[config.mk]
export PLATFORM = sky130hd
export DESIGN_NAME = frame_time_budget_governor
export DESIGN_NICKNAME = d
export VERILOG_FILES = /design/src/rtl/ftbg_pkg.sv /design/src/rtl/ftbg_ring.sv /design/src/rtl/ftbg_ctrl.sv /design/src/rtl/frame_time_budget_governor.sv
export VERILOG_INCLUDE_DIRS = /design/src /design/src/rtl
export SDC_FILE = /design/constraint.sdc
export NUM_CORES = 1
export LEC_CHECK = 0
export BUFFER_PORTS_ARGS = -buffer_cell sky130_fd_sc_hd__buf_2
export CAP_MARGIN = 20
export CORE_ASPECT_RATIO = 0.9
export CORE_MARGIN = 2
export CORE_UTILIZATION = 30
export CTS_CLUSTER_DIAMETER = 50
export DETAILED_ROUTE_END_ITERATION = 12
export SYNTH_ARGS = -nofsm -noshare
export SYNTH_HDL_FRONTEND = slang
export SYNTH_SLANG_ARGS = --single-unit
[constraint.sdc]
create_clock -name clk -period 11.73 [get_ports clk]
set_input_delay 2.346 -clock clk [delete_from_list [all_inputs] [get_ports clk]]
set_output_delay 2.346 -clock clk [all_outputs]
set_load 0.01 [all_outputs]
[src/rtl/frame_time_budget_governor_macros.svh]
// ----------------------------------------------------------------------------
// Frame time budget governor assertion macros
// Shared concurrent assertion shorthands, clocked on clk, disabled in reset.
// ----------------------------------------------------------------------------
`ifndef FRAME_TIME_BUDGET_GOVERNOR_MACROS_SVH
`define FRAME_TIME_BUDGET_GOVERNOR_MACROS_SVH

// same-cycle implication
`define FTBG_ASSERT_NOW(lbl, ante, cons, msg) \
	lbl: assert property (@(posedge clk) disable iff (!arst_n) (ante) |-> (cons)) \
		else $error(msg);

// next-cycle implication
`define FTBG_ASSERT_NEXT(lbl, ante, cons, msg) \
	lbl: assert property (@(posedge clk) disable iff (!arst_n) (ante) |=> (cons)) \
		else $error(msg);

`endif

[src/rtl/ftbg_pkg.sv]
// ----------------------------------------------------------------------------
// ftbg_pkg
// Types, codes and constants of the frame time budget governor.
// ----------------------------------------------------------------------------
package ftbg_pkg;

	localparam int TIME_W   = 20;
	localparam int TARGET_W = 17;
	localparam int LEVEL_W  = 2;
	localparam int KIND_W   = 2;
	localparam int WEIGHT_W = 2;
	localparam int RUN_W    = 8;
	localparam int CFG_IDX_W = 1;

	// defaults for the top level parameters
	localparam int RING_DEPTH_DEF     = 32;
	localparam int RECOVER_FRAMES_DEF = 10;
	localparam int STALL_FRAMES_DEF   = 60;

	// item kinds
	typedef enum logic [KIND_W-1:0] {
		KIND_EOF   = 2'd0,
		KIND_QUERY = 2'd1,
		KIND_CLEAR = 2'd2
	} kind_t;

	// levels; LVL_AUTO only appears in forced_level
	localparam logic [LEVEL_W-1:0] LVL_GREEN  = 2'd0;
	localparam logic [LEVEL_W-1:0] LVL_YELLOW = 2'd1;
	localparam logic [LEVEL_W-1:0] LVL_RED    = 2'd2;
	localparam logic [LEVEL_W-1:0] LVL_AUTO   = 2'd3;

	// task weights
	localparam logic [WEIGHT_W-1:0] WT_CRITICAL = 2'd0;
	localparam logic [WEIGHT_W-1:0] WT_HEAVY    = 2'd1;
	localparam logic [WEIGHT_W-1:0] WT_LIGHT    = 2'd2;
	localparam logic [WEIGHT_W-1:0] WT_TRIVIAL  = 2'd3;

	// config register indexes
	localparam logic [CFG_IDX_W-1:0] REG_TARGET = 1'd0;
	localparam logic [CFG_IDX_W-1:0] REG_FORCED = 1'd1;

	localparam logic [TARGET_W-1:0] TARGET_RESET = 17'd16667;

	// admission headroom in us (one bit above time width)
	localparam logic [TIME_W:0] MARGIN_HEAVY   = 21'd5000;
	localparam logic [TIME_W:0] MARGIN_LIGHT   = 21'd2000;
	localparam logic [TIME_W:0] MARGIN_TRIVIAL = 21'd500;

	typedef struct packed {
		logic [KIND_W-1:0]   kind;
		logic [TIME_W-1:0]   time_us;
		logic                pending_work;
		logic [WEIGHT_W-1:0] task_weight;
	} item_t;

	typedef struct packed {
		logic [LEVEL_W-1:0] level;
		logic               task_allowed;
		logic               watchdog_fired;
	} result_t;

endpackage

[src/rtl/ftbg_ring.sv]
// ----------------------------------------------------------------------------
// ftbg_ring
// Frame time history RAM: one write port, one read port, registered read.
// ----------------------------------------------------------------------------
module ftbg_ring #(
	parameter int DEPTH = ftbg_pkg::RING_DEPTH_DEF,
	parameter int WIDTH = ftbg_pkg::TIME_W
) (
	input  logic                     clk,
	input  logic                     wr_en,
	input  logic [$clog2(DEPTH)-1:0] wr_addr,
	input  logic [WIDTH-1:0]         wr_data,
	input  logic                     rd_en,
	input  logic [$clog2(DEPTH)-1:0] rd_addr,
	output logic [WIDTH-1:0]         rd_data
);

	logic [WIDTH-1:0] mem_q [DEPTH];

	always_ff @(posedge clk) begin
		if (wr_en) begin
			mem_q[wr_addr] <= wr_data;
		end
	end

	always_ff @(posedge clk) begin
		if (rd_en) begin
			rd_data <= mem_q[rd_addr];
		end
	end

endmodule

[src/rtl/ftbg_ctrl.sv]
// ----------------------------------------------------------------------------
// ftbg_ctrl
// Governor state and per-item update: ring sum, auto level, watchdog,
// task admission.
// ----------------------------------------------------------------------------
`include "frame_time_budget_governor_macros.svh"

module ftbg_ctrl #(
	parameter int RING_DEPTH     = ftbg_pkg::RING_DEPTH_DEF,
	parameter int RECOVER_FRAMES = ftbg_pkg::RECOVER_FRAMES_DEF,
	parameter int STALL_FRAMES   = ftbg_pkg::STALL_FRAMES_DEF
) (
	input  logic                             clk,
	input  logic                             arst_n,
	input  logic                             step,
	input  ftbg_pkg::item_t                  item,
	input  logic [ftbg_pkg::TIME_W-1:0]      old_time,
	input  logic [ftbg_pkg::TARGET_W-1:0]    target_frame_us,
	input  logic [ftbg_pkg::LEVEL_W-1:0]     forced_level,
	output logic [$clog2(RING_DEPTH)-1:0]    rd_addr,
	output logic                             wr_en,
	output logic [$clog2(RING_DEPTH)-1:0]    wr_addr,
	output logic [ftbg_pkg::TIME_W-1:0]      wr_data,
	output ftbg_pkg::result_t                result
);

	localparam int SLOT_W = $clog2(RING_DEPTH);
	localparam int CNT_W  = $clog2(RING_DEPTH + 1);
	localparam int SUM_W  = ftbg_pkg::TIME_W + SLOT_W + 1;
	localparam int BUD_W  = CNT_W + ftbg_pkg::TARGET_W;
	localparam int CMP_W  = ((SUM_W > BUD_W) ? SUM_W : BUD_W) + 3;
	localparam int RUN_W  = ftbg_pkg::RUN_W;
	localparam int TW     = ftbg_pkg::TIME_W;

	logic [SLOT_W-1:0]           slot_q, slot_d, slot_inc;
	logic [CNT_W-1:0]            count_q, count_d, count_new;
	logic [SUM_W-1:0]            sum_q, sum_d, sum_new;
	logic [ftbg_pkg::LEVEL_W-1:0] auto_q, auto_d, auto_upd, wanted, lvl_now;
	logic [RUN_W-1:0]            better_q, better_d, better_upd, better_inc;
	logic [RUN_W-1:0]            stall_q, stall_d, stall_inc;
	logic [BUD_W-1:0]            budget;
	logic [CMP_W-1:0]            sum_x, bud_x;
	logic                        full, is_auto, fired, allowed;
	logic [TW:0]                 target_x, time_x;

	assign slot_inc = (slot_q == SLOT_W'(RING_DEPTH - 1)) ? '0 : slot_q + 1'b1;
	assign full     = (count_q == CNT_W'(RING_DEPTH));
	assign is_auto  = (forced_level == ftbg_pkg::LVL_AUTO);

	// ring replacement and running sum
	always_comb begin
		sum_new   = (full ? sum_q - SUM_W'(old_time) : sum_q) + SUM_W'(item.time_us);
		count_new = full ? count_q : count_q + 1'b1;
		budget    = BUD_W'(count_new) * BUD_W'(target_frame_us);
		sum_x     = CMP_W'(sum_new);
		bud_x     = CMP_W'(budget);
	end

	// wanted level: ratio tests without division
	always_comb begin
		if (sum_x > bud_x) begin
			wanted = ftbg_pkg::LVL_RED;
		end else if ((sum_x << 2) + sum_x > (bud_x << 2)) begin
			wanted = ftbg_pkg::LVL_YELLOW;
		end else begin
			wanted = ftbg_pkg::LVL_GREEN;
		end
	end

	// rise at once, fall one step after a run of better frames
	always_comb begin
		better_inc = better_q + 1'b1;
		auto_upd   = auto_q;
		better_upd = '0;
		if (wanted > auto_q) begin
			auto_upd = wanted;
		end else if (wanted < auto_q) begin
			if (better_inc >= RUN_W'(RECOVER_FRAMES)) begin
				auto_upd = auto_q - 1'b1;
			end else begin
				better_upd = better_inc;
			end
		end
	end

	assign stall_inc = stall_q + 1'b1;
	assign target_x  = (TW+1)'(target_frame_us);
	assign time_x    = {1'b0, item.time_us};
	assign lvl_now   = is_auto ? auto_q : forced_level;

	always_comb begin
		slot_d   = slot_q;
		count_d  = count_q;
		sum_d    = sum_q;
		auto_d   = auto_q;
		better_d = better_q;
		stall_d  = stall_q;
		fired    = 1'b0;
		allowed  = 1'b0;
		wr_en    = 1'b0;
		case (item.kind)
			ftbg_pkg::KIND_EOF: begin
				wr_en   = step;
				slot_d  = slot_inc;
				count_d = count_new;
				sum_d   = sum_new;
				stall_d = '0;
				if (is_auto) begin
					auto_d   = auto_upd;
					better_d = better_upd;
					if (auto_upd != ftbg_pkg::LVL_GREEN && item.pending_work) begin
						if (stall_inc >= RUN_W'(STALL_FRAMES)) begin
							fired    = 1'b1;
							slot_d   = '0;
							count_d  = '0;
							sum_d    = '0;
							auto_d   = ftbg_pkg::LVL_GREEN;
							better_d = '0;
						end else begin
							stall_d = stall_inc;
						end
					end
				end
			end
			ftbg_pkg::KIND_QUERY: begin
				case (item.task_weight)
					ftbg_pkg::WT_CRITICAL: allowed = 1'b1;
					ftbg_pkg::WT_HEAVY: allowed = (lvl_now == ftbg_pkg::LVL_GREEN) &&
						(target_x >= time_x + ftbg_pkg::MARGIN_HEAVY);
					ftbg_pkg::WT_LIGHT: allowed = (lvl_now != ftbg_pkg::LVL_RED) &&
						(target_x >= time_x + ftbg_pkg::MARGIN_LIGHT);
					default: allowed = (lvl_now != ftbg_pkg::LVL_RED) &&
						(target_x >= time_x + ftbg_pkg::MARGIN_TRIVIAL);
				endcase
			end
			ftbg_pkg::KIND_CLEAR: begin
				slot_d   = '0;
				count_d  = '0;
				sum_d    = '0;
				auto_d   = ftbg_pkg::LVL_GREEN;
				better_d = '0;
			end
			default: begin
			end
		endcase
	end

	// next item's replaced slot, forwarded past the item in this step;
	// after a clear the next item has an empty ring and ignores the read
	assign rd_addr = (step && item.kind == ftbg_pkg::KIND_EOF) ? slot_inc : slot_q;
	assign wr_addr = slot_q;
	assign wr_data = item.time_us;

	assign result.level          = is_auto ? auto_d : forced_level;
	assign result.task_allowed   = allowed;
	assign result.watchdog_fired = fired;

	always_ff @(posedge clk or negedge arst_n) begin
		if (!arst_n) begin
			slot_q   <= '0;
			count_q  <= '0;
			sum_q    <= '0;
			auto_q   <= ftbg_pkg::LVL_GREEN;
			better_q <= '0;
			stall_q  <= '0;
		end else if (step) begin
			slot_q   <= slot_d;
			count_q  <= count_d;
			sum_q    <= sum_d;
			auto_q   <= auto_d;
			better_q <= better_d;
			stall_q  <= stall_d;
		end
	end

	`FTBG_ASSERT_NOW(a_count_bound, 1'b1, count_q <= CNT_W'(RING_DEPTH), "fill count past ring depth")
	`FTBG_ASSERT_NEXT(a_clear_empties, step && item.kind == ftbg_pkg::KIND_CLEAR, count_q == '0 && sum_q == '0 && slot_q == '0, "clear left history behind")
	`FTBG_ASSERT_NOW(a_fire_auto_only, step && fired, is_auto && item.kind == ftbg_pkg::KIND_EOF, "watchdog fired outside automatic end of frame")

endmodule

[src/rtl/frame_time_budget_governor.sv]
// ----------------------------------------------------------------------------
// frame_time_budget_governor
// Frame time budget governor: history ring, green/yellow/red level, stall
// watchdog and task admission behind valid/ready channels.
// ----------------------------------------------------------------------------
// An accepted word waits in the work stage, then moves to the output register.
// Throughput: one word per cycle unless stalled; the ring RAM read is issued at
//   accept, and the replaced slot's read-modify-write ends as the word advances.
// A full output register that is not taken stalls the work stage in place.
// Reset (arst_n low, asynchronous): empty history, level green, counters
//   zero, target 16667 us, level automatic. The ring RAM is not cleared.
`include "frame_time_budget_governor_macros.svh"

module frame_time_budget_governor #(
	parameter int RING_DEPTH     = ftbg_pkg::RING_DEPTH_DEF,
	parameter int RECOVER_FRAMES = ftbg_pkg::RECOVER_FRAMES_DEF,
	parameter int STALL_FRAMES   = ftbg_pkg::STALL_FRAMES_DEF
) (
	input  logic                               clk,
	input  logic                               arst_n,
	// config write port
	input  logic                               cfg_we,
	input  logic [ftbg_pkg::CFG_IDX_W-1:0]     cfg_index,
	input  logic [ftbg_pkg::TARGET_W-1:0]      cfg_data,
	// input words
	input  logic                               in_valid,
	output logic                               in_ready,
	input  logic [ftbg_pkg::KIND_W-1:0]        kind,
	input  logic [ftbg_pkg::TIME_W-1:0]        time_us,
	input  logic                               pending_work,
	input  logic [ftbg_pkg::WEIGHT_W-1:0]      task_weight,
	// result words
	output logic                               out_valid,
	input  logic                               out_ready,
	output logic [ftbg_pkg::LEVEL_W-1:0]       level,
	output logic                               task_allowed,
	output logic                               watchdog_fired
);

	localparam int SLOT_W = $clog2(RING_DEPTH);

	// config registers
	logic [ftbg_pkg::TARGET_W-1:0] target_q;
	logic [ftbg_pkg::LEVEL_W-1:0]  forced_q;

	always_ff @(posedge clk or negedge arst_n) begin
		if (!arst_n) begin
			target_q <= ftbg_pkg::TARGET_RESET;
			forced_q <= ftbg_pkg::LVL_AUTO;
		end else if (cfg_we) begin
			unique case (cfg_index)
				ftbg_pkg::REG_TARGET: target_q <= cfg_data;
				ftbg_pkg::REG_FORCED: forced_q <= cfg_data[ftbg_pkg::LEVEL_W-1:0];
				default: begin
				end
			endcase
		end
	end

	// work stage: the accepted word waits here for its ring read data
	ftbg_pkg::item_t   item_s1;
	logic              s1_valid_q;
	logic              s1_adv;
	logic              in_fire;

	// output register
	ftbg_pkg::result_t res_q;
	logic              out_valid_q;
	ftbg_pkg::result_t res_d;

	// ring port wiring
	logic [SLOT_W-1:0]             rd_addr, wr_addr;
	logic                          wr_en, ring_we;
	logic [ftbg_pkg::TIME_W-1:0]   wr_data, old_time;

	// stage advances when the output register is empty or being drained
	assign s1_adv   = s1_valid_q && (!out_valid_q || out_ready);
	assign in_ready = !s1_valid_q || s1_adv;
	assign in_fire  = in_valid && in_ready;
	assign ring_we  = wr_en && s1_adv;

	always_ff @(posedge clk or negedge arst_n) begin
		if (!arst_n) begin
			s1_valid_q <= 1'b0;
		end else if (in_ready) begin
			s1_valid_q <= in_valid;
		end
	end

	always_ff @(posedge clk) begin
		if (in_fire) begin
			item_s1.kind         <= kind;
			item_s1.time_us      <= time_us;
			item_s1.pending_work <= pending_work;
			item_s1.task_weight  <= task_weight;
		end
	end

	always_ff @(posedge clk or negedge arst_n) begin
		if (!arst_n) begin
			out_valid_q <= 1'b0;
		end else if (s1_adv) begin
			out_valid_q <= 1'b1;
		end else if (out_ready) begin
			out_valid_q <= 1'b0;
		end
	end

	always_ff @(posedge clk) begin
		if (s1_adv) begin
			res_q <= res_d;
		end
	end

	// the read is only issued on accept, so a stalled word keeps its data
	ftbg_ring #(
		.DEPTH(RING_DEPTH),
		.WIDTH(ftbg_pkg::TIME_W)
	) u_ring (
		.clk    (clk),
		.wr_en  (ring_we),
		.wr_addr(wr_addr),
		.wr_data(wr_data),
		.rd_en  (in_fire),
		.rd_addr(rd_addr),
		.rd_data(old_time)
	);

	ftbg_ctrl #(
		.RING_DEPTH    (RING_DEPTH),
		.RECOVER_FRAMES(RECOVER_FRAMES),
		.STALL_FRAMES  (STALL_FRAMES)
	) u_ctrl (
		.clk            (clk),
		.arst_n         (arst_n),
		.step           (s1_adv),
		.item           (item_s1),
		.old_time       (old_time),
		.target_frame_us(target_q),
		.forced_level   (forced_q),
		.rd_addr        (rd_addr),
		.wr_en          (wr_en),
		.wr_addr        (wr_addr),
		.wr_data        (wr_data),
		.result         (res_d)
	);

	assign out_valid      = out_valid_q;
	assign level          = res_q.level;
	assign task_allowed   = res_q.task_allowed;
	assign watchdog_fired = res_q.watchdog_fired;

	`FTBG_ASSERT_NOW(a_ring_no_clash, in_fire && ring_we, rd_addr != wr_addr, "ring read and write hit the same slot")
	`FTBG_ASSERT_NEXT(a_s1_holds, s1_valid_q && !s1_adv, s1_valid_q && $stable(item_s1), "stalled word lost from work stage")
	`FTBG_ASSERT_NEXT(a_result_lands, s1_adv, out_valid_q, "finished word not in output register")

endmodule
==> results.sh <==
export IMPL_fin_skew_ns=0.0345
export IMPL_slowest_stage="or2_2"
export IMPL_ant_nets=0
export IMPL_synth_distinct_cells=92
export IMPL_path_clk_slew_ns=0.05
export IMPL_ys_flop_type="edfxtp_1"
export IMPL_ys_seq_area_frac=0.570
export IMPL_slew_headroom=0.279
export IMPL_worstSetupPathType="reg2reg"
export IMPL_min_delay_path_class="reg2reg"
export IMPL_hold_viol=0
export IMPL_cts_tree="built"
export IMPL_worst_pin_slew_ns=1.07
export IMPL_report_final_slew_viol_count=0
export IMPL_cellLeakagePower_nw=16.8
export IMPL_grt_overflow_total=0
export IMPL_grtUsageMet1=0.214
export IMPL_synth_top_area_frac=0.522
export IMPL_synth_async_reset_ratio=0.0993
export IMPL_synthTopCellsByCount="edfxtp_1, nand2_1, ha_1"
export IMPL_yosys_area_share_adder=0.0978
export IMPL_nets=3339
export IMPL_grt_util_met2=0.239
export IMPL_setup_violations=0
export IMPL_cts_max_level=3
export IMPL_antenna_found_initial=16
export IMPL_syn2layout_area_growth_pct=14.5
export IMPL_cts_buffer_depth=3
export IMPL_ctsHoldBuffers=0
export IMPL_start_kind="flip-flop"
export IMPL_dieArea_um2=135000
export IMPL_placed_area_um2=42400
export IMPL_initial_utilization=0.302
export IMPL_crit_fanout=21
export IMPL_fin_area_um2=45400
export IMPL_syn_avg_cell_area_um2=13.6
export IMPL_wirelength_mm=105
export IMPL_gp_routability_congestion=0.883
export IMPL_post_route_period_util=0.922
export IMPL_grt_max_degree=143
export IMPL_ys_ff_latch=765
export IMPL_synth_simple_area_share=0.0980
export IMPL_cellPowerDensity_nw_per_um2=247
export IMPL_synthMuxAreaShare=0.0983
export IMPL_multi_input_area_um2=16300
export IMPL_busiest_layer="met2"
export IMPL_synth_edff_count=689
export IMPL_arrival_ns=11.34
export IMPL_grt_usage=0.154
export IMPL_synth_top_family_by_area="multiplexers"
export IMPL_io_pins=54
export IMPL_intPower_w=0.00691
export IMPL_synthXorXnorAreaFrac=0.0299
export IMPL_drt_pass1_iter_count=5
export IMPL_swShare=0.383
export IMPL_dp_hpwl_mm=68.6
export IMPL_grt_pass1_wl_mm=158
export IMPL_vias_per_cell=5.18
export IMPL_combinationalPowerShare=0.462
export IMPL_synth_cell_area_um2=39700
export IMPL_cts_num_sinks=765
export IMPL_route_detailed_drc=0
export IMPL_status="finished, final reports clean"
export IMPL_synth_compound_area_share=0.0809
export IMPL_portBuffers=53
export IMPL_insertion_delay_ns=0.68
export IMPL_drt_iter0_drc=2452
export IMPL_yosysWarnings=0
export IMPL_fin_crit_ns=10.81
export IMPL_p_seq_frac=0.288
export IMPL_cap_violations=0
export IMPL_grt_pass1_vias=24700
export IMPL_hold_worst_slack_ns=0.506
export IMPL_vdd_drop_max_v=0.000251
export IMPL_cts_root_buffer="clkbuf_16"
export IMPL_max_freq_ghz=0.0925
export IMPL_synthTopCellsByArea="edfxtp_1, mux4_2, ha_1, dfrtp_1, nand2_1"
export IMPL_routedWlPerCell_um=21.8
export IMPL_die_h_um=349
export IMPL_use_met3=0.0418
export IMPL_fillCellCount=12700
export IMPL_coreArea_um2=131000
export IMPL_die_width_um=387
export IMPL_synth_most_common_cell="edfxtp_1"
export IMPL_max_stage_delay_ns=0.46
export IMPL_drive_gt1_frac=0.166
export IMPL_vias=25000
export IMPL_p_clk_frac=0.250
export IMPL_cp_end_kind="flip-flop"
export IMPL_numCtsBuffers=88
export IMPL_syn_inst=2925
export IMPL_power_net_switching_w=0.00430
export IMPL_seq_area_um2=22600
export IMPL_synth_top_area_cell="edfxtp_1"
export IMPL_worstPathRequired_ns=12.26
export IMPL_num_rows=126
export IMPL_syn_nets=3244
final timing paths:
kind                                                  start                           end  slack, ns  cells after the start
worst min register to register       s1_valid_q$_DFFE_PN0N_         out_valid$_DFFE_PN0P_       0.51                      1
worst max-delay path            u_ctrl.sum_q[0]$_DFFE_PN0P_  u_ctrl.sum_q[18]$_DFFE_PN0P_       0.92                     48
max in group asynchronous                            arst_n  u_ctrl.sum_q[23]$_DFFE_PN0P_       9.03                      2
worst max register to register  u_ctrl.sum_q[0]$_DFFE_PN0P_  u_ctrl.sum_q[18]$_DFFE_PN0P_       0.92                     48
worst min-delay path                 s1_valid_q$_DFFE_PN0N_         out_valid$_DFFE_PN0P_       0.51                      1
min in group asynchronous                            arst_n      target_q[13]$_DFFE_PN0P_       1.57                      1
stage by stage:
step | TNS (ns) | utilization | total power (W) | cells | worst slack, ns
finish | 0 | 0.346 | 0.0112 | 4824 | 0.917
global route | -0.00418 | 0.346 | 0.0120 | 4821 | -0.00418
CTS | 0 | 0.346 | 0.0112 | 4820 | 0.746
detailed placement | 0 | 0.323 | 0.00841 | 4658 | 0.849
global placement | 0 | 0.323 | 0.00840 | 4658 | 1.01
floorplan | 0 | - | 0.00704 | 2925 | 1.77
sequential cells by signal (all words and copies together), names as in the netlist, 2 cells and up:
register / flops
forced_q: 2
item_s1: 25
level: 2
target_q: 17
u_ctrl.auto_q: 2
u_ctrl.better_q: 8
u_ctrl.count_q: 6
u_ctrl.stall_q: 8
u_ctrl.sum_q: 26
u_ctrl.wr_addr: 5
u_ring.mem_q: 640
u_ring.rd_data: 20
worst max-delay path: cells and delay by family, from the launching register on:
kind | cells | cell delay [ns]
AOI/OAI and AO/OA | 25 | 5.53
adders and majority gates | 6 | 1.88
and+or+nand+nor | 9 | 1.72
xor gates and xnor gates | 3 | 0.62
buffers and inverters | 5 | 0.56
DFF | 1 | 0.36
cell families after synthesis:
group / count (synthesis)
compound gates: 464
xor+xnor: 131
fa+ha+maj: 272
buf+inv: 259
flops: 765
mux: 187
simple gates: 847
timing repair:
| action | CTS | global route |
|---|---|---|
| resized for setup | 0 | 8 |
| endpoints found under the setup margin | 0 | 36 |
| buffers inserted | 0 | 0 |
cell type report:
cell class / instances / share of cell area
sequential: 765 / 0.498
multi-input combinational: 1901 / 0.359
timing repair buffer: 120 / 0.0178
tap: 1728 / 0.0476
antenna: 4 / 0.000220
inverter: 144 / 0.0119
clock inverter: 63 / 0.0155
clock buffer: 99 / 0.0503
power by group through the flow:
stage | Sequential (W) | Combinational [W] | Clock [W]
2_1_floorplan | 0.00323 | 0.00381 | 0
3_3_place_gp | 0.00328 | 0.00512 | 0
3_5_place_dp | 0.00328 | 0.00512 | 0
4_1_cts | 0.00322 | 0.00517 | 0.00284
5_1_grt | 0.00323 | 0.00581 | 0.00295
6_report | 0.00323 | 0.00518 | 0.00280
routing by layer:
layer / routed length [um] / up-vias
met3: 9840 / 147
met5: 73 / -
li1: - / 11300
met4: 2290 / 10
met1: 46400 / 12700
met2: 46500 / 835
cell usage in the layout (no fill, tap or decap), types with 11 or more instances in the layout:
master and instances:
o21bai_1 11, dfrtp_1 68, nor2_4 13, xor2_1 52, clkbuf_16 90, nand4_1 24, a21o_1 58, ha_1 207
nor2_1 81, xnor2_1 73, buf_2 52, inv_1 143, nand3b_1 11, o21ai_0 104, fa_1 64, edfxtp_1 689
nor3_1 32, o211ai_1 13, a21oi_1 86, buf_4 65, mux4_2 160, mux2_2 21, clkinv_1 20, and3_1 15
o21a_1 26, a32o_1 37, nand3_1 139, and2_1 33, nand2b_1 17, nor2_2 21, a31oi_1 21, or3_1 16
nand2_1 395, nor2b_1 17
No activity file was read; power rests on OpenSTA's default activity.
